## config.mk

```make
export PLATFORM = sky130hd
export DESIGN_NAME = morse_key_decoder_flat
export DESIGN_NICKNAME = d
export VERILOG_FILES = /design/src/rtl/mkd_pkg.sv /design/src/rtl/mkd_channels.sv /design/src/rtl/mkd_symbol_lookup.sv /design/src/rtl/morse_key_decoder.sv /design/src/flat_wrapper.sv
export SDC_FILE = /design/constraint.sdc
export NUM_CORES = 1
export LEC_CHECK = 0
export BUFFER_PORTS_ARGS = -buffer_cell sky130_fd_sc_hd__buf_2
export CAP_MARGIN = 20
export CORE_ASPECT_RATIO = 0.75
export CORE_MARGIN = 2
export CORE_UTILIZATION = 39
export CTS_BUF_LIST = sky130_fd_sc_hd__clkbuf_8 sky130_fd_sc_hd__clkbuf_16
export DETAILED_ROUTE_END_ITERATION = 10
export PLACE_DENSITY = 0.55
export RECOVER_POWER = 50
export SYNTH_ARGS = -nofsm -noshare
export SYNTH_HDL_FRONTEND = slang
export SYNTH_SLANG_ARGS = --single-unit
```

## constraint.sdc

```tcl
create_clock -name clock -period 10.9 [get_ports clock]
set_input_delay 0 -clock clock [delete_from_list [all_inputs] [get_ports clock]]
set_output_delay 0 -clock clock [all_outputs]
set_load 0.01 [all_outputs]
```

## src/rtl/mkd_pkg.sv

```systemverilog
// ----------------------------------------------------------------------------
// Morse key decoder package
// Types, codes, reset values and the symbol table.
// ----------------------------------------------------------------------------
package mkd_pkg;

   localparam int TABLE_SLOTS           = 64;
   localparam int TABLE_ENTRIES_DEFAULT = 53;
   localparam int CSR_ADDR_WIDTH        = 5;
   localparam int CSR_DATA_WIDTH        = 32;

   localparam logic [2:0] MAX_SYMBOL_LEN  = 3'd6;
   localparam logic [2:0] MAX_COUNT       = 3'd7;
   localparam logic [7:0] TICK_MAX        = 8'd255;

   localparam logic [7:0] DAH_THRESHOLD_RESET  = 8'd15;
   localparam logic [7:0] GAP_TIMEOUT_RESET    = 8'd50;
   localparam logic [7:0] HOLD_CLEAR_RESET     = 8'd255;
   localparam logic [2:0] GAPS_PER_SPACE_RESET = 3'd4;

   localparam logic [7:0] CHAR_SPACE      = 8'h20;
   localparam logic [7:0] CHAR_NEWLINE    = 8'h0A;
   localparam logic [7:0] CHAR_BACKSPACE  = 8'h08;
   localparam logic [7:0] CHAR_UNDERSCORE = 8'h5F;
   localparam logic [7:0] CHAR_UNKNOWN    = 8'h3F;

   typedef enum logic [1:0] {
      PH_WAIT     = 2'd0,
      PH_IDLE     = 2'd1,
      PH_DEBOUNCE = 2'd2,
      PH_PRESS    = 2'd3
   } phase_type;

   typedef enum logic [1:0] {
      KIND_NONE  = 2'd0,
      KIND_CHAR  = 2'd1,
      KIND_CLEAR = 2'd2
   } out_kind_type;

   typedef enum logic [1:0] {
      PREVIEW_NONE = 2'd0,
      PREVIEW_DIT  = 2'd1,
      PREVIEW_DAH  = 2'd2
   } preview_type;

   typedef enum logic [2:0] {
      INJ_NONE      = 3'd0,
      INJ_DIT       = 3'd1,
      INJ_DAH       = 3'd2,
      INJ_NEWLINE   = 3'd3,
      INJ_BACKSPACE = 3'd4
   } inject_type;

   typedef enum logic [2:0] {
      REG_ENABLE         = 3'd0,
      REG_DAH_THRESHOLD  = 3'd1,
      REG_GAP_TIMEOUT    = 3'd2,
      REG_HOLD_CLEAR     = 3'd3,
      REG_GAPS_PER_SPACE = 3'd4
   } reg_index_type;

   // element j sits at bit j, 1 = dah; len 0 marks an empty slot
   typedef struct packed {
      logic [2:0] len;
      logic [5:0] bits;
      logic [7:0] ch;
   } sym_entry_type;

   function automatic sym_entry_type sym_entry(input logic [5:0] idx);
      sym_entry_type e;
      case (idx)
         6'd0:  e = '{3'd2, 6'b000010, 8'h41}; // A
         6'd1:  e = '{3'd4, 6'b000001, 8'h42}; // B
         6'd2:  e = '{3'd4, 6'b000101, 8'h43}; // C
         6'd3:  e = '{3'd3, 6'b000001, 8'h44}; // D
         6'd4:  e = '{3'd1, 6'b000000, 8'h45}; // E
         6'd5:  e = '{3'd4, 6'b000100, 8'h46}; // F
         6'd6:  e = '{3'd3, 6'b000011, 8'h47}; // G
         6'd7:  e = '{3'd4, 6'b000000, 8'h48}; // H
         6'd8:  e = '{3'd2, 6'b000000, 8'h49}; // I
         6'd9:  e = '{3'd4, 6'b001110, 8'h4A}; // J
         6'd10: e = '{3'd3, 6'b000101, 8'h4B}; // K
         6'd11: e = '{3'd4, 6'b000010, 8'h4C}; // L
         6'd12: e = '{3'd2, 6'b000011, 8'h4D}; // M
         6'd13: e = '{3'd2, 6'b000001, 8'h4E}; // N
         6'd14: e = '{3'd3, 6'b000111, 8'h4F}; // O
         6'd15: e = '{3'd4, 6'b000110, 8'h50}; // P
         6'd16: e = '{3'd4, 6'b001011, 8'h51}; // Q
         6'd17: e = '{3'd3, 6'b000010, 8'h52}; // R
         6'd18: e = '{3'd3, 6'b000000, 8'h53}; // S
         6'd19: e = '{3'd1, 6'b000001, 8'h54}; // T
         6'd20: e = '{3'd3, 6'b000100, 8'h55}; // U
         6'd21: e = '{3'd4, 6'b001000, 8'h56}; // V
         6'd22: e = '{3'd3, 6'b000110, 8'h57}; // W
         6'd23: e = '{3'd4, 6'b001001, 8'h58}; // X
         6'd24: e = '{3'd4, 6'b001101, 8'h59}; // Y
         6'd25: e = '{3'd4, 6'b000011, 8'h5A}; // Z
         6'd26: e = '{3'd5, 6'b011110, 8'h31}; // 1
         6'd27: e = '{3'd5, 6'b011100, 8'h32}; // 2
         6'd28: e = '{3'd5, 6'b011000, 8'h33}; // 3
         6'd29: e = '{3'd5, 6'b010000, 8'h34}; // 4
         6'd30: e = '{3'd5, 6'b000000, 8'h35}; // 5
         6'd31: e = '{3'd5, 6'b000001, 8'h36}; // 6
         6'd32: e = '{3'd5, 6'b000011, 8'h37}; // 7
         6'd33: e = '{3'd5, 6'b000111, 8'h38}; // 8
         6'd34: e = '{3'd5, 6'b001111, 8'h39}; // 9
         6'd35: e = '{3'd5, 6'b011111, 8'h30}; // 0
         6'd36: e = '{3'd6, 6'b101010, 8'h2E}; // period
         6'd37: e = '{3'd6, 6'b110011, 8'h2C}; // comma
         6'd38: e = '{3'd6, 6'b001100, 8'h3F}; // question mark
         6'd39: e = '{3'd6, 6'b011110, 8'h27}; // apostrophe
         6'd40: e = '{3'd6, 6'b110101, 8'h21}; // exclamation
         6'd41: e = '{3'd5, 6'b001001, 8'h2F}; // slash
         6'd42: e = '{3'd5, 6'b001101, 8'h28}; // open paren
         6'd43: e = '{3'd6, 6'b101101, 8'h29}; // close paren
         6'd44: e = '{3'd5, 6'b000010, 8'h26}; // ampersand
         6'd45: e = '{3'd6, 6'b000111, 8'h3A}; // colon
         6'd46: e = '{3'd6, 6'b010101, 8'h3B}; // semicolon
         6'd47: e = '{3'd5, 6'b010001, 8'h3D}; // equals
         6'd48: e = '{3'd5, 6'b001010, 8'h2B}; // plus
         6'd49: e = '{3'd6, 6'b100001, 8'h2D}; // hyphen
         6'd50: e = '{3'd6, 6'b101100, 8'h5F}; // underscore
         6'd51: e = '{3'd6, 6'b010010, 8'h22}; // double quote
         6'd52: e = '{3'd6, 6'b010110, 8'h2A}; // asterisk
         default: e = '{3'd0, 6'b000000, 8'h00};
      endcase
      return e;
   endfunction

endpackage

```

## src/rtl/mkd_channels.sv

```systemverilog
// ----------------------------------------------------------------------------
// Morse key decoder channels
// Valid/ready interfaces for the key sample and result transactions.
// ----------------------------------------------------------------------------
interface mkd_req_if;
   logic       valid;
   logic       ready;
   logic       key_pressed;
   logic [2:0] injected_key;

   modport source (output valid, key_pressed, injected_key, input ready);
   modport sink   (input valid, key_pressed, injected_key, output ready);
endinterface

interface mkd_rsp_if;
   logic       valid;
   logic       ready;
   logic [1:0] out_kind;
   logic [7:0] char_code;
   logic       led_on;
   logic [1:0] element_preview;

   modport source (output valid, out_kind, char_code, led_on, element_preview,
                   input ready);
   modport sink   (input valid, out_kind, char_code, led_on, element_preview,
                   output ready);
endinterface

```

## src/rtl/mkd_symbol_lookup.sv

```systemverilog
// ----------------------------------------------------------------------------
// Morse symbol lookup
// Parallel match of the current symbol against every table slot.
// ----------------------------------------------------------------------------
module mkd_symbol_lookup #(
   parameter int TABLE_ENTRIES = mkd_pkg::TABLE_ENTRIES_DEFAULT
) (
   input  logic [5:0] element_bits,
   input  logic [2:0] element_count,
   output logic [7:0] char_code
);

   always_comb begin
      logic [5:0]             mask;
      mkd_pkg::sym_entry_type ent;
      for (int j = 0; j < 6; j++) begin
         mask[j] = (3'(j) < element_count);
      end
      char_code = mkd_pkg::CHAR_UNKNOWN;
      // walk down so the lowest matching slot wins
      for (int i = mkd_pkg::TABLE_SLOTS - 1; i >= 0; i--) begin
         ent = mkd_pkg::sym_entry(6'(i));
         if ((i < TABLE_ENTRIES) && (ent.len == element_count) &&
             (((ent.bits ^ element_bits) & mask) == 6'd0)) begin
            char_code = ent.ch;
         end
      end
      if ((element_count == 3'd0) || (element_count > mkd_pkg::MAX_SYMBOL_LEN)) begin
         char_code = mkd_pkg::CHAR_UNKNOWN;
      end
   end

endmodule

```

## src/rtl/morse_key_decoder.sv

```systemverilog
// Latency: a result is valid the cycle after its key sample is accepted.
// Throughput: one sample per cycle; the output register is refilled in the
// same cycle it is taken, so input stalls only while a result waits.
// The symbol decode is a parallel compare against all table slots.
// Reset (synchronous) clears the decoder state, drops any pending result
// and returns the CSRs to their defaults; no clearing pass is needed.
// ----------------------------------------------------------------------------
// Morse key decoder
// Times key presses, assembles dit/dah symbols and emits ASCII characters.
// ----------------------------------------------------------------------------
module morse_key_decoder #(
   parameter int TABLE_ENTRIES = mkd_pkg::TABLE_ENTRIES_DEFAULT
) (
   input  logic                                clock,
   input  logic                                reset,
   mkd_req_if.sink                             req_chan,
   mkd_rsp_if.source                           rsp_chan,
   input  logic                                csr_psel,
   input  logic                                csr_penable,
   input  logic                                csr_pwrite,
   input  logic [mkd_pkg::CSR_ADDR_WIDTH-1:0]  csr_paddr,
   input  logic [mkd_pkg::CSR_DATA_WIDTH-1:0]  csr_pwdata,
   output logic [mkd_pkg::CSR_DATA_WIDTH-1:0]  csr_prdata,
   output logic                                csr_pready
);

   // configuration
   logic       enable_ff;
   logic [7:0] dah_threshold_ff;
   logic [7:0] gap_timeout_ff;
   logic [7:0] hold_clear_ff;
   logic [2:0] gaps_per_space_ff;

   // decoder state
   mkd_pkg::phase_type phase_ff, phase_in;
   logic [7:0] tick_ff, tick_in;
   logic [5:0] elem_bits_ff, elem_bits_in;
   logic [2:0] elem_count_ff, elem_count_in;
   logic [7:0] last_char_ff, last_char_in;
   logic [2:0] gap_count_ff, gap_count_in;

   // result register
   logic                     rsp_valid_ff, rsp_valid_in;
   mkd_pkg::out_kind_type    out_kind_ff, out_kind_in;
   logic [7:0]               char_code_ff, char_code_in;
   logic                     led_on_ff, led_on_in;
   mkd_pkg::preview_type     preview_ff, preview_in;

   logic       accept;
   logic       cfg_write;
   logic [2:0] reg_sel;
   logic [7:0] sym_char;

   assign csr_pready = 1'b1;
   assign cfg_write  = csr_psel && csr_penable && csr_pwrite;
   assign reg_sel    = csr_paddr[4:2];

   always_ff @(posedge clock) begin
      if (reset) begin
         enable_ff         <= 1'b0;
         dah_threshold_ff  <= mkd_pkg::DAH_THRESHOLD_RESET;
         gap_timeout_ff    <= mkd_pkg::GAP_TIMEOUT_RESET;
         hold_clear_ff     <= mkd_pkg::HOLD_CLEAR_RESET;
         gaps_per_space_ff <= mkd_pkg::GAPS_PER_SPACE_RESET;
      end else if (cfg_write) begin
         case (reg_sel)
            mkd_pkg::REG_ENABLE:         enable_ff         <= csr_pwdata[0];
            mkd_pkg::REG_DAH_THRESHOLD:  dah_threshold_ff  <= csr_pwdata[7:0];
            mkd_pkg::REG_GAP_TIMEOUT:    gap_timeout_ff    <= csr_pwdata[7:0];
            mkd_pkg::REG_HOLD_CLEAR:     hold_clear_ff     <= csr_pwdata[7:0];
            mkd_pkg::REG_GAPS_PER_SPACE: gaps_per_space_ff <= csr_pwdata[2:0];
            default: ;
         endcase
      end
   end

   always_comb begin
      case (reg_sel)
         mkd_pkg::REG_ENABLE:         csr_prdata = 32'(enable_ff);
         mkd_pkg::REG_DAH_THRESHOLD:  csr_prdata = 32'(dah_threshold_ff);
         mkd_pkg::REG_GAP_TIMEOUT:    csr_prdata = 32'(gap_timeout_ff);
         mkd_pkg::REG_HOLD_CLEAR:     csr_prdata = 32'(hold_clear_ff);
         mkd_pkg::REG_GAPS_PER_SPACE: csr_prdata = 32'(gaps_per_space_ff);
         default:                     csr_prdata = '0;
      endcase
   end

   mkd_symbol_lookup #(
      .TABLE_ENTRIES (TABLE_ENTRIES)
   ) u_lookup (
      .element_bits  (elem_bits_ff),
      .element_count (elem_count_ff),
      .char_code     (sym_char)
   );

   // a new transaction is taken whenever the result slot is free or draining
   assign req_chan.ready = !rsp_valid_ff || rsp_chan.ready;
   assign accept         = req_chan.valid && req_chan.ready;
   assign rsp_valid_in   = accept || (rsp_valid_ff && !rsp_chan.ready);

   always_comb begin
      logic       idle_now;
      logic       add_en;
      logic       add_dah;
      logic [7:0] press_tick;
      logic [7:0] idle_tick;
      logic [2:0] gap_next;

      phase_in      = phase_ff;
      tick_in       = tick_ff;
      elem_bits_in  = elem_bits_ff;
      elem_count_in = elem_count_ff;
      last_char_in  = last_char_ff;
      gap_count_in  = gap_count_ff;
      out_kind_in   = mkd_pkg::KIND_NONE;
      char_code_in  = 8'd0;
      preview_in    = mkd_pkg::PREVIEW_NONE;
      idle_now      = 1'b0;
      add_en        = 1'b0;
      add_dah       = 1'b0;
      press_tick    = (tick_ff == mkd_pkg::TICK_MAX) ? tick_ff : tick_ff + 8'd1;
      idle_tick     = 8'd0;
      gap_next      = 3'd0;

      if (enable_ff) begin
         case (phase_ff)
            mkd_pkg::PH_WAIT: begin
               if (!req_chan.key_pressed) begin
                  phase_in = mkd_pkg::PH_IDLE;
                  tick_in  = 8'd0;
                  idle_now = 1'b1;
               end
            end
            mkd_pkg::PH_IDLE: begin
               idle_now = 1'b1;
            end
            mkd_pkg::PH_DEBOUNCE: begin
               phase_in = mkd_pkg::PH_PRESS;
               tick_in  = 8'd0;
            end
            default: begin
               if (req_chan.key_pressed) begin
                  tick_in = press_tick;
                  if (press_tick >= hold_clear_ff) begin
                     out_kind_in   = mkd_pkg::KIND_CLEAR;
                     elem_bits_in  = 6'd0;
                     elem_count_in = 3'd0;
                     last_char_in  = mkd_pkg::CHAR_UNDERSCORE;
                     gap_count_in  = 3'd0;
                     phase_in      = mkd_pkg::PH_WAIT;
                  end else if (press_tick < dah_threshold_ff) begin
                     preview_in = mkd_pkg::PREVIEW_DIT;
                  end else begin
                     preview_in = mkd_pkg::PREVIEW_DAH;
                  end
               end else begin
                  add_en   = 1'b1;
                  add_dah  = (tick_ff >= dah_threshold_ff);
                  phase_in = mkd_pkg::PH_WAIT;
               end
            end
         endcase

         if (idle_now) begin
            if (req_chan.key_pressed) begin
               phase_in = mkd_pkg::PH_DEBOUNCE;
            end else begin
               idle_tick = (tick_in == mkd_pkg::TICK_MAX) ? tick_in : tick_in + 8'd1;
               tick_in   = idle_tick;
               case (req_chan.injected_key)
                  mkd_pkg::INJ_DIT, mkd_pkg::INJ_DAH: begin
                     add_en   = 1'b1;
                     add_dah  = (req_chan.injected_key == mkd_pkg::INJ_DAH);
                     phase_in = mkd_pkg::PH_WAIT;
                  end
                  mkd_pkg::INJ_NEWLINE: begin
                     out_kind_in   = mkd_pkg::KIND_CHAR;
                     char_code_in  = mkd_pkg::CHAR_NEWLINE;
                     last_char_in  = mkd_pkg::CHAR_NEWLINE;
                     elem_bits_in  = 6'd0;
                     elem_count_in = 3'd0;
                     phase_in      = mkd_pkg::PH_WAIT;
                  end
                  mkd_pkg::INJ_BACKSPACE: begin
                     // a partial symbol is dropped silently
                     if (elem_count_ff == 3'd0) begin
                        out_kind_in  = mkd_pkg::KIND_CHAR;
                        char_code_in = mkd_pkg::CHAR_BACKSPACE;
                     end
                     last_char_in  = mkd_pkg::CHAR_BACKSPACE;
                     elem_bits_in  = 6'd0;
                     elem_count_in = 3'd0;
                     phase_in      = mkd_pkg::PH_WAIT;
                  end
                  default: begin
                     if (idle_tick >= gap_timeout_ff) begin
                        if (elem_count_ff != 3'd0) begin
                           out_kind_in  = mkd_pkg::KIND_CHAR;
                           char_code_in = sym_char;
                           last_char_in = sym_char;
                           gap_count_in = 3'd0;
                        end else if ((last_char_ff != mkd_pkg::CHAR_SPACE) &&
                                     (last_char_ff != mkd_pkg::CHAR_NEWLINE) &&
                                     (last_char_ff != mkd_pkg::CHAR_BACKSPACE)) begin
                           gap_next = (gap_count_ff == mkd_pkg::MAX_COUNT) ?
                                      gap_count_ff : gap_count_ff + 3'd1;
                           gap_count_in = gap_next;
                           if (gap_next == gaps_per_space_ff) begin
                              out_kind_in  = mkd_pkg::KIND_CHAR;
                              char_code_in = mkd_pkg::CHAR_SPACE;
                              last_char_in = mkd_pkg::CHAR_SPACE;
                           end
                        end
                        elem_bits_in  = 6'd0;
                        elem_count_in = 3'd0;
                        phase_in      = mkd_pkg::PH_WAIT;
                     end
                  end
               endcase
            end
         end

         if (add_en) begin
            if ((elem_count_ff < mkd_pkg::MAX_SYMBOL_LEN) && add_dah) begin
               elem_bits_in = elem_bits_ff | (6'd1 << elem_count_ff);
            end
            if (elem_count_ff < mkd_pkg::MAX_COUNT) begin
               elem_count_in = elem_count_ff + 3'd1;
            end
            gap_count_in = 3'd0;
         end
      end

      led_on_in = enable_ff && ((phase_in == mkd_pkg::PH_DEBOUNCE) ||
                                (phase_in == mkd_pkg::PH_PRESS));
   end

   always_ff @(posedge clock) begin
      if (reset) begin
         phase_ff      <= mkd_pkg::PH_WAIT;
         tick_ff       <= 8'd0;
         elem_bits_ff  <= 6'd0;
         elem_count_ff <= 3'd0;
         last_char_ff  <= mkd_pkg::CHAR_UNDERSCORE;
         gap_count_ff  <= 3'd0;
         rsp_valid_ff  <= 1'b0;
      end else begin
         rsp_valid_ff <= rsp_valid_in;
         if (accept) begin
            phase_ff      <= phase_in;
            tick_ff       <= tick_in;
            elem_bits_ff  <= elem_bits_in;
            elem_count_ff <= elem_count_in;
            last_char_ff  <= last_char_in;
            gap_count_ff  <= gap_count_in;
         end
      end
   end

   always_ff @(posedge clock) begin
      if (accept) begin
         out_kind_ff  <= out_kind_in;
         char_code_ff <= char_code_in;
         led_on_ff    <= led_on_in;
         preview_ff   <= preview_in;
      end
   end

   assign rsp_chan.valid           = rsp_valid_ff;
   assign rsp_chan.out_kind        = out_kind_ff;
   assign rsp_chan.char_code       = char_code_ff;
   assign rsp_chan.led_on          = led_on_ff;
   assign rsp_chan.element_preview = preview_ff;

endmodule

```

## src/flat_wrapper.sv

```systemverilog
// flat-port wrapper written by rule: the top's interface ports become plain ports
module morse_key_decoder_flat 
#(
   parameter int TABLE_ENTRIES = mkd_pkg::TABLE_ENTRIES_DEFAULT
)
  (clock, reset, csr_psel, csr_penable, csr_pwrite, csr_paddr, csr_pwdata, csr_prdata, csr_pready, req_chan_valid, req_chan_key_pressed, req_chan_injected_key, req_chan_ready, rsp_chan_valid, rsp_chan_out_kind, rsp_chan_char_code, rsp_chan_led_on, rsp_chan_element_preview, rsp_chan_ready);
  mkd_req_if req_chan_i ();
  mkd_rsp_if rsp_chan_i ();
  input  logic clock;
  input  logic reset;
  input  logic csr_psel;
  input  logic csr_penable;
  input  logic csr_pwrite;
  input  logic [mkd_pkg::CSR_ADDR_WIDTH-1:0] csr_paddr;
  input  logic [mkd_pkg::CSR_DATA_WIDTH-1:0] csr_pwdata;
  output logic [mkd_pkg::CSR_DATA_WIDTH-1:0] csr_prdata;
  output logic csr_pready;
  input wire logic [$bits(req_chan_i.valid)-1:0] req_chan_valid;
  input wire logic [$bits(req_chan_i.key_pressed)-1:0] req_chan_key_pressed;
  input wire logic [$bits(req_chan_i.injected_key)-1:0] req_chan_injected_key;
  output wire logic [$bits(req_chan_i.ready)-1:0] req_chan_ready;
  output wire logic [$bits(rsp_chan_i.valid)-1:0] rsp_chan_valid;
  output wire logic [$bits(rsp_chan_i.out_kind)-1:0] rsp_chan_out_kind;
  output wire logic [$bits(rsp_chan_i.char_code)-1:0] rsp_chan_char_code;
  output wire logic [$bits(rsp_chan_i.led_on)-1:0] rsp_chan_led_on;
  output wire logic [$bits(rsp_chan_i.element_preview)-1:0] rsp_chan_element_preview;
  input wire logic [$bits(rsp_chan_i.ready)-1:0] rsp_chan_ready;
  assign req_chan_i.valid = req_chan_valid;
  assign req_chan_i.key_pressed = req_chan_key_pressed;
  assign req_chan_i.injected_key = req_chan_injected_key;
  assign req_chan_ready = req_chan_i.ready;
  assign rsp_chan_valid = rsp_chan_i.valid;
  assign rsp_chan_out_kind = rsp_chan_i.out_kind;
  assign rsp_chan_char_code = rsp_chan_i.char_code;
  assign rsp_chan_led_on = rsp_chan_i.led_on;
  assign rsp_chan_element_preview = rsp_chan_i.element_preview;
  assign rsp_chan_i.ready = rsp_chan_ready;
  morse_key_decoder #(.TABLE_ENTRIES(TABLE_ENTRIES)) u_core (.clock(clock), .reset(reset), .req_chan(req_chan_i), .rsp_chan(rsp_chan_i), .csr_psel(csr_psel), .csr_penable(csr_penable), .csr_pwrite(csr_pwrite), .csr_paddr(csr_paddr), .csr_pwdata(csr_pwdata), .csr_prdata(csr_prdata), .csr_pready(csr_pready));
endmodule
```

==> results of run 1 <==
[power groups by stage]
stage | registers [W] | clock network (W) | logic (W)
6_report | 0.000273 | 0.000300 | 0.0000654
5_1_grt | 0.000274 | 0.000316 | 0.0000719
4_1_cts | 0.000273 | 0.000306 | 0.0000656
3_5_place_dp | 0.000279 | 0 | 0.0000626
3_3_place_gp | 0.000279 | 0 | 0.0000626
2_1_floorplan | 0.000279 | 0 | 0.0000467
[metal layers]
| layer | global-route usage [%] | vias up | wire length [um] |
|---|---|---|---|
| met5 | 0 | - | 0 |
| li1 | - | 3058 | - |
| met3 | 5.299 | 20 | 1779 |
| met1 | 36.99 | 2995 | 10190 |
| met4 | 5.296 | 0 | 290 |
| met2 | 31.48 | 317 | 7980 |
[final cells by class]
class	instances	area [sq um]
clock buffer	11	264.0
tap	210	262.8
sequential	71	1541
fill	1685	9027
multi-input combinational	661	4305
timing repair buffer	59	329.1
inverter	39	146.4
clock inverter	5	38.79
[path summary, 6_finish.rpt]
check                                                        endpoint  slack, ns                                  start  cells past startpoint
worst max-delay path             u_core.elem_count_ff[1]$_SDFFE_PP0P_       4.47        u_core.phase_ff[1]$_SDFFE_PP0P_                     19
worst min-delay path                  u_core.phase_ff[1]$_SDFFE_PP0P_       0.14                   req_chan_key_pressed                      3
worst max register to register   u_core.elem_count_ff[1]$_SDFFE_PP0P_       4.47        u_core.phase_ff[1]$_SDFFE_PP0P_                     19
worst min register to register  u_core.gap_timeout_ff[6]$_SDFFE_PP0P_       0.50  u_core.gap_timeout_ff[6]$_SDFFE_PP0P_                      2
[Yosys cell counts, types with 16 or more instances]
cell type,n,area (sq um)
clkbuf_1,30,112.6
o21ai_0,46,230.2
dfxtp_1,59,1181
o211ai_1,21,157.7
nor2b_1,21,131.4
a21oi_1,53,265.3
inv_1,38,142.6
ha_1,43,538.0
nor2_1,69,259.0
buf_4,28,210.2
mux2i_1,21,210.2
a31oi_1,18,112.6
nor3_1,24,120.1
nand2_1,73,274.0
and2_1,16,100.1
nand3_1,19,95.09
[cells by family (layout without fill, tap and decap cells)]
group	after synthesis	in the layout	synth area share [%]
AO/OA/AOI/OAI	257	257	28.27
XOR/XNOR	10	10	1.386
adder cells (fa/ha/maj)	43	43	8.513
buffers and inverters	113	114	8.909
flip-flops	71	71	24.39
multiplexers	25	25	4.039
other	2	26	0.1188
AND/OR/NAND/NOR	300	300	24.37
[stage by stage]
stage	total power [W]	area (sq um)
floorplan	0.0003259	6410
global placement	0.0003415	6509
detailed placement	0.0003417	6509
CTS	0.0006444	6912
global route	0.0006620	6888
finish	0.0006392	6888
[worst max-delay path, delay by kind of cell (launching register included)]
| family | cells | cell delay [ns] |
|---|---|---|
| and+or+nand+nor | 6 | 2.56 |
| AOI/OAI and AO/OA | 10 | 2.32 |
| adders and majority gates | 3 | 1.01 |
| DFF | 1 | 0.40 |
[placed cells by master (no fill, tap or decap), types with 6 or more instances in the layout]
cell type	synthesis	routed
a21o_1	8	8
a21oi_1	53	53
a22o_1	6	6
a22oi_1	12	12
a31oi_1	18	18
and2_1	16	14
and3_1	13	13
buf_2	9	21
clkbuf_1	30	23
clkbuf_16	0	10
conb_1	2	26
dfxtp_1	59	59
dlygate4sd3_1	0	10
edfxtp_1	12	12
ha_1	43	43
inv_1	38	38
mux2i_1	21	21
nand2_1	73	73
nand2b_1	13	13
nand3_1	19	19
nand4_1	11	11
nor2_1	69	69
nor2b_1	21	21
nor3_1	24	24
nor4_1	6	6
o211ai_1	21	21
o21a_1	9	9
o21ai_0	46	46
o22ai_1	9	9
o311ai_0	6	6
xnor2_1	6	6
[flip-flops by register name, indices dropped and copies added (netlist names), 2 cells and up]
register and cells:
u_core.gap_count_ff 3, u_core.gaps_per_space_ff 3, u_core.rsp_chan.element_preview 2, u_core.phase_ff 2, u_core.hold_clear_ff 8, u_core.rsp_chan.out_kind 2
u_core.elem_count_ff 3, u_core.rsp_chan.char_code 7, u_core.elem_bits_ff 6, u_core.last_char_ff 8, u_core.dah_threshold_ff 8, u_core.tick_ff 8
u_core.gap_timeout_ff 8
[what timing repair did]
action	CTS	global route
setup endpoints to repair	0	0
hold buffers	10	0
hold endpoints to repair	29	0
==> run_results.csv, run 1 <==
group,metric,value,unit
cts,post_cts_buffers,0,
floorplanning,io_pins,96,
cts,path_clk_slew,0.06,ns
setup_path,slowest_stage,"and2_1",
cts,clock-root-buffer,"clkbuf_16",
finish,nNetsFinal,932,
synthesis,syn_inst,821,
placed_design,place_congestion,0.9061,
synthesis,synth_seq_area_share,24.39,%
cts,cts_buffer_depth,2,
detailed_routing,wl_per_cell,19.16,um
synthesis,avgSynthCellArea,7.698,sq um
grt,grt_overflow_total,0,
finish,area_growth,8.988,%
detailed_routing,drc,0,
sta,rsz0062_at_grt,"no",
sta,slew_headroom,28.87,%
placed_design,place_inst,1029,
grt,antenna_found_initial,0,
detailed_routing,vias,6390,
power,sw_frac_of_total,26.98,%
grt,grt_usage,23.39,%
setup_path,cp.required,11.12,ns
floorplanning,coreArea,0.01592,sq mm
sta,finalCritPeriodShare,58.96,%
power,p_comb_share,10.2,%
grt,grt_pass1_vias,5535,
sta,tns,0,ns
synthesis,ys_warn_count,0,
synthesis,async_reset_ff_share,0,%
sta,holdWs,0.1401,ns
floorplanning,die_w,151.0,um
setup_path,crit_fanout,18,
synthesis,synth_flop_cell,"dfxtp_1",
setup_path,crit_path_start_kind,"flop",
power,p_per_area,92.81,mW/mm^2
cts,h-tree-depth,3,
floorplanning,start_util,39.71,%
power,internal_power,0.0004667,W
outcome,status,"completed",
placed_design,portBuffers,43,
cts,worstSkewPairLatency,0.34,ns
power,p_sw,0.0001725,W
detailed_routing,first_pass_iters,7,
grt,grt_pass1_wl,31320,um
setup_path,worst_path_largest_cell_delay,0.68,ns
sta,fin_crit,6.427,ns
setup_path,critPathCaptureType,"flop",
hold_path,hp-class,"in -> reg",
power,p_seq_share,42.8,%
floorplanning,rows,40,
detailed_routing,antenna_left,0,
power,ir_drop,82.18,uV
detailed_routing,viasPerCell,6.051,
placed_design,place_ws,4.644,ns
synthesis,syn_area,0.006320,sq mm
sta,hold_viol,0,
floorplanning,die_h,114.2,um
power,pwr-share-clk,47.0,%
setup_path,criticalPathCategory,"reg -> reg",
finish,num_antenna_cells,0,
sta,slew_viol_final,0,
cts,post_cts_resized,0,
setup_path,path_cells,"ha_1 -> and2_1 -> o31ai_2 -> o21ai_0 -> ha_1 -> or4b_4 -> nor4_2 -> and2_1 -> nor3_1 -> a21oi_1 -> ha_1 -> a21o_1 -> a2111oi_0 -> o21a_1 -> o21ai_0 -> a21oi_1 -> o21ai_0 -> or4b_2 -> o311ai_0",
flow_run,drv_cap,0,
synthesis,synth_edf_count,12,
setup_path,cp.arrival,6.65,ns
sta,tightest_slew,1.066,ns
detailed_routing,drtIter0Drc,723,
sta,fin_skew,0.008342,ns
finish,drive_gt1_share,8.038,%
floorplanning,die-area,0.01725,sq mm
synthesis,synth_cell_types,82,
cts,cts_tree,"yes",
synthesis,ys_ff_latch,71,
placed_design,dp_hpwl,14960,um
finish,finish.utilization,43.28,%
cts,cts.sinks,71,
grt,grt_max_degree,38,
cts,cts_buffers,9,
sta,fmax,155.6,MHz
sta,layout_setup_ws,4.473,ns
finish,fin_cells,1056,
sta,setup-violations-final,0,
power,p_leak,2.689,nW
detailed_routing,finalWirelength,20240,um
Note: power is estimated with default switching activity, not from simulation.
==> inputs of run 2 (changes only) <==
==> constraint.sdc (replaced) <==
create_clock -name clock -period 6.1 [get_ports clock]
set_input_delay 0 -clock clock [delete_from_list [all_inputs] [get_ports clock]]
set_output_delay 0 -clock clock [all_outputs]
set_load 0.01 [all_outputs]
==> run 2 against run 1 <==
Effect of this change: routed wire length down 0.14%; final area grew 0.38%; combinational power increased by 80%; core utilization rose by 0.17 points; sequential power is 79% higher; cell count rose by 0.47%; via count about the same; register-to-register slack worse by 4.0 ns; global-route usage increased by 0.39 points; largest power group unchanged; highest routed layer unchanged.
==> run_results.csv, run 2 (synthesized netlist as in run 1, its figures left out) <==
group,metric,value,unit
outcome,status,"completed",
cts,h-tree-depth,3,
sta,rsz0062_at_grt,"no",
sta,fmax,179.2,MHz
hold_path,hold_end,"u_core.phase_ff[1]$_SDFFE_PP0P_",
setup_path,cp.required,6.34,ns
grt,antenna_found_initial,0,
sta,slew_headroom,20.42,%
hold_path,hp-class,"in -> reg",
finish,num_antenna_cells,0,
floorplanning,io_pins,96,
setup_path,rr_startpoint,"u_core.phase_ff[0]$_SDFFE_PP0P_",
finish,area_growth,9.404,%
setup_path,cp.arrival,5.81,ns
hold_path,hold_path_depth,3,
grt,grt_overflow_total,0,
cts,post_cts_buffers,0,
cts,cts.sinks,71,
cts,cts_buffers,9,
floorplanning,start_util,39.71,%
flow_run,drv_cap,0,
cts,path_clk_slew,0.07,ns
floorplanning,die_w,151.0,um
setup_path,reg2reg_depth,19,
setup_path,critPathCaptureType,"flop",
floorplanning,rows,40,
detailed_routing,vias,6393,
detailed_routing,first_pass_iters,7,
power,power.total,0.001112,W
grt,grt_pass1_wl,31910,um
placed_design,portBuffers,43,
setup_path,criticalPathCategory,"reg -> reg",
cts,cts_tree,"yes",
detailed_routing,viasPerCell,6.025,
detailed_routing,drtIter0Drc,687,
grt,grt_usage,23.78,%
setup_path,crit_path_start_kind,"flop",
setup_path,r2r_setup_slack,0.52,ns
hold_path,min_from,"req_chan_key_pressed",
sta,slew_viol_final,0,
sta,tightest_slew,1.193,ns
finish,fin_area,0.006914,sq mm
sta,finalCritPeriodShare,91.47,%
finish,nNetsFinal,937,
floorplanning,coreArea,0.01592,sq mm
setup_path,r2r-end,"u_core.elem_count_ff[1]$_SDFFE_PP0P_",
placed_design,post_dp_cell_area,0.006554,sq mm
detailed_routing,wl_per_cell,19.05,um
cts,clock-root-buffer,"clkbuf_16",
floorplanning,die_h,114.2,um
detailed_routing,antenna_left,0,
placed_design,place_congestion,0.8983,
grt,grt_max_degree,38,
sta,setup-violations-final,0,
finish,final_common_cell,"nand2_1",
setup_path,crit_fanout,12,
detailed_routing,finalWirelength,20210,um
sta,fin_skew,0.008406,ns
cts,cts_buffer_depth,2,
grt,grt_pass1_vias,5620,
power,p_leak,2.712,nW
cts,worstSkewPairLatency,0.34,ns
sta,tns,0,ns
detailed_routing,drc,0,
power,p_per_area,160.8,mW/mm^2
sta,fin_crit,5.580,ns
finish,drive_gt1_share,8.813,%
power,ir_drop,108.9,uV
placed_design,dp_hpwl,15120,um
finish,final_cell_mix,"nand2_1 (73), nor2_1 (69), dfxtp_1 (59)",
sta,hold_viol,0,
floorplanning,die-area,0.01725,sq mm
finish,fill_cells,1624,
-- run 2: changes by cell type in the layout (fill, tap and decap cells not counted), sizes merged --
cell | previous run | this run
inv | 39 | 41
clkbuf | 34 | 31
buf | 26 | 32
-- run 2: worst max-delay path, cell delays in order (launching register included) --
cell       delay (ns)
dfxtp_1          0.41
ha_1             0.19
and2_1           0.40
o311ai_0         0.29
o21ai_0          0.25
ha_1             0.32
or4b_4           0.51
nor4_2           0.25
and2_1           0.20
nor3_1           0.05
a21oi_1          0.12
ha_1             0.25
a21o_1           0.18
a2111oi_1        0.56
o21a_1           0.29
o21ai_0          0.10
a21oi_1          0.15
o21ai_0          0.19
or4b_2           0.65
o311ai_0         0.11
-- run 2: stage by stage --
stage / utilization, % / cells / hold slack (ns) / setup WS [ns]
global route: 43.44 / 1061 / 0.2074 / 0.06827
floorplan: - / 845 / 0.1251 / 1.157
global placement: 41.18 / 1035 / 0.2553 / 0.5221
CTS: 43.57 / 1061 / 0.1360 / 0.3182
detailed placement: 41.18 / 1035 / 0.2665 / 0.3360
finish: 43.44 / 1061 / 0.1508 / 0.5202
-- run 2: worst max-delay path by stage --
stage / startpoint / end / slack [ns] / depth (start not counted)
after CTS: u_core.phase_ff[1]$_SDFFE_PP0P_ / u_core.elem_count_ff[1]$_SDFFE_PP0P_ / 0.32 / 19
final: u_core.phase_ff[0]$_SDFFE_PP0P_ / u_core.elem_count_ff[1]$_SDFFE_PP0P_ / 0.52 / 19
after detailed placement: u_core.phase_ff[1]$_SDFFE_PP0P_ / u_core.elem_count_ff[1]$_SDFFE_PP0P_ / 0.34 / 19
after global placement: u_core.phase_ff[1]$_SDFFE_PP0P_ / u_core.elem_count_ff[1]$_SDFFE_PP0P_ / 0.52 / 19
after floorplan: u_core.phase_ff[0]$_SDFFE_PP0P_ / u_core.elem_count_ff[1]$_SDFFE_PP0P_ / 1.16 / 22
after global routing: u_core.phase_ff[0]$_SDFFE_PP0P_ / u_core.elem_count_ff[1]$_SDFFE_PP0P_ / 0.07 / 19
-- run 2: what timing repair did --
item                                    4_1_cts  5_1_grt
endpoints found under the setup margin        0       10
hold buffers                                 10        0
hold endpoints to repair                     28        0
gates resized for setup                       0        3
-- run 2: routing by layer --
layer	track usage [%]	wire length (um)	vias to the layer above
met4	4.611	162	0
met1	38.89	10420	3022
li1	-	-	3062
met2	32.00	8138	296
met3	3.825	1494	13
met5	0	0	-
-- run 2: area by class of cell --
cell class | count | area, sq um | share of cell area [%]
clock buffers | 9 | 225.2 | 3.257
clock inverters | 7 | 55.05 | 0.7962
inverters | 39 | 146.4 | 2.117
multi-input cells | 661 | 4313 | 62.38
flip-flops and latches | 71 | 1541 | 22.29
well taps | 210 | 262.8 | 3.800
repair buffers | 64 | 370.4 | 5.356
-- run 2: where the power goes --
group | internal (W) | switching, W
Clock | 0.000280 | 0.000226
Sequential | 0.000484 | 0.00000465
Combinational | 0.0000377 | 0.0000805
Total | 0.000801 | 0.000311
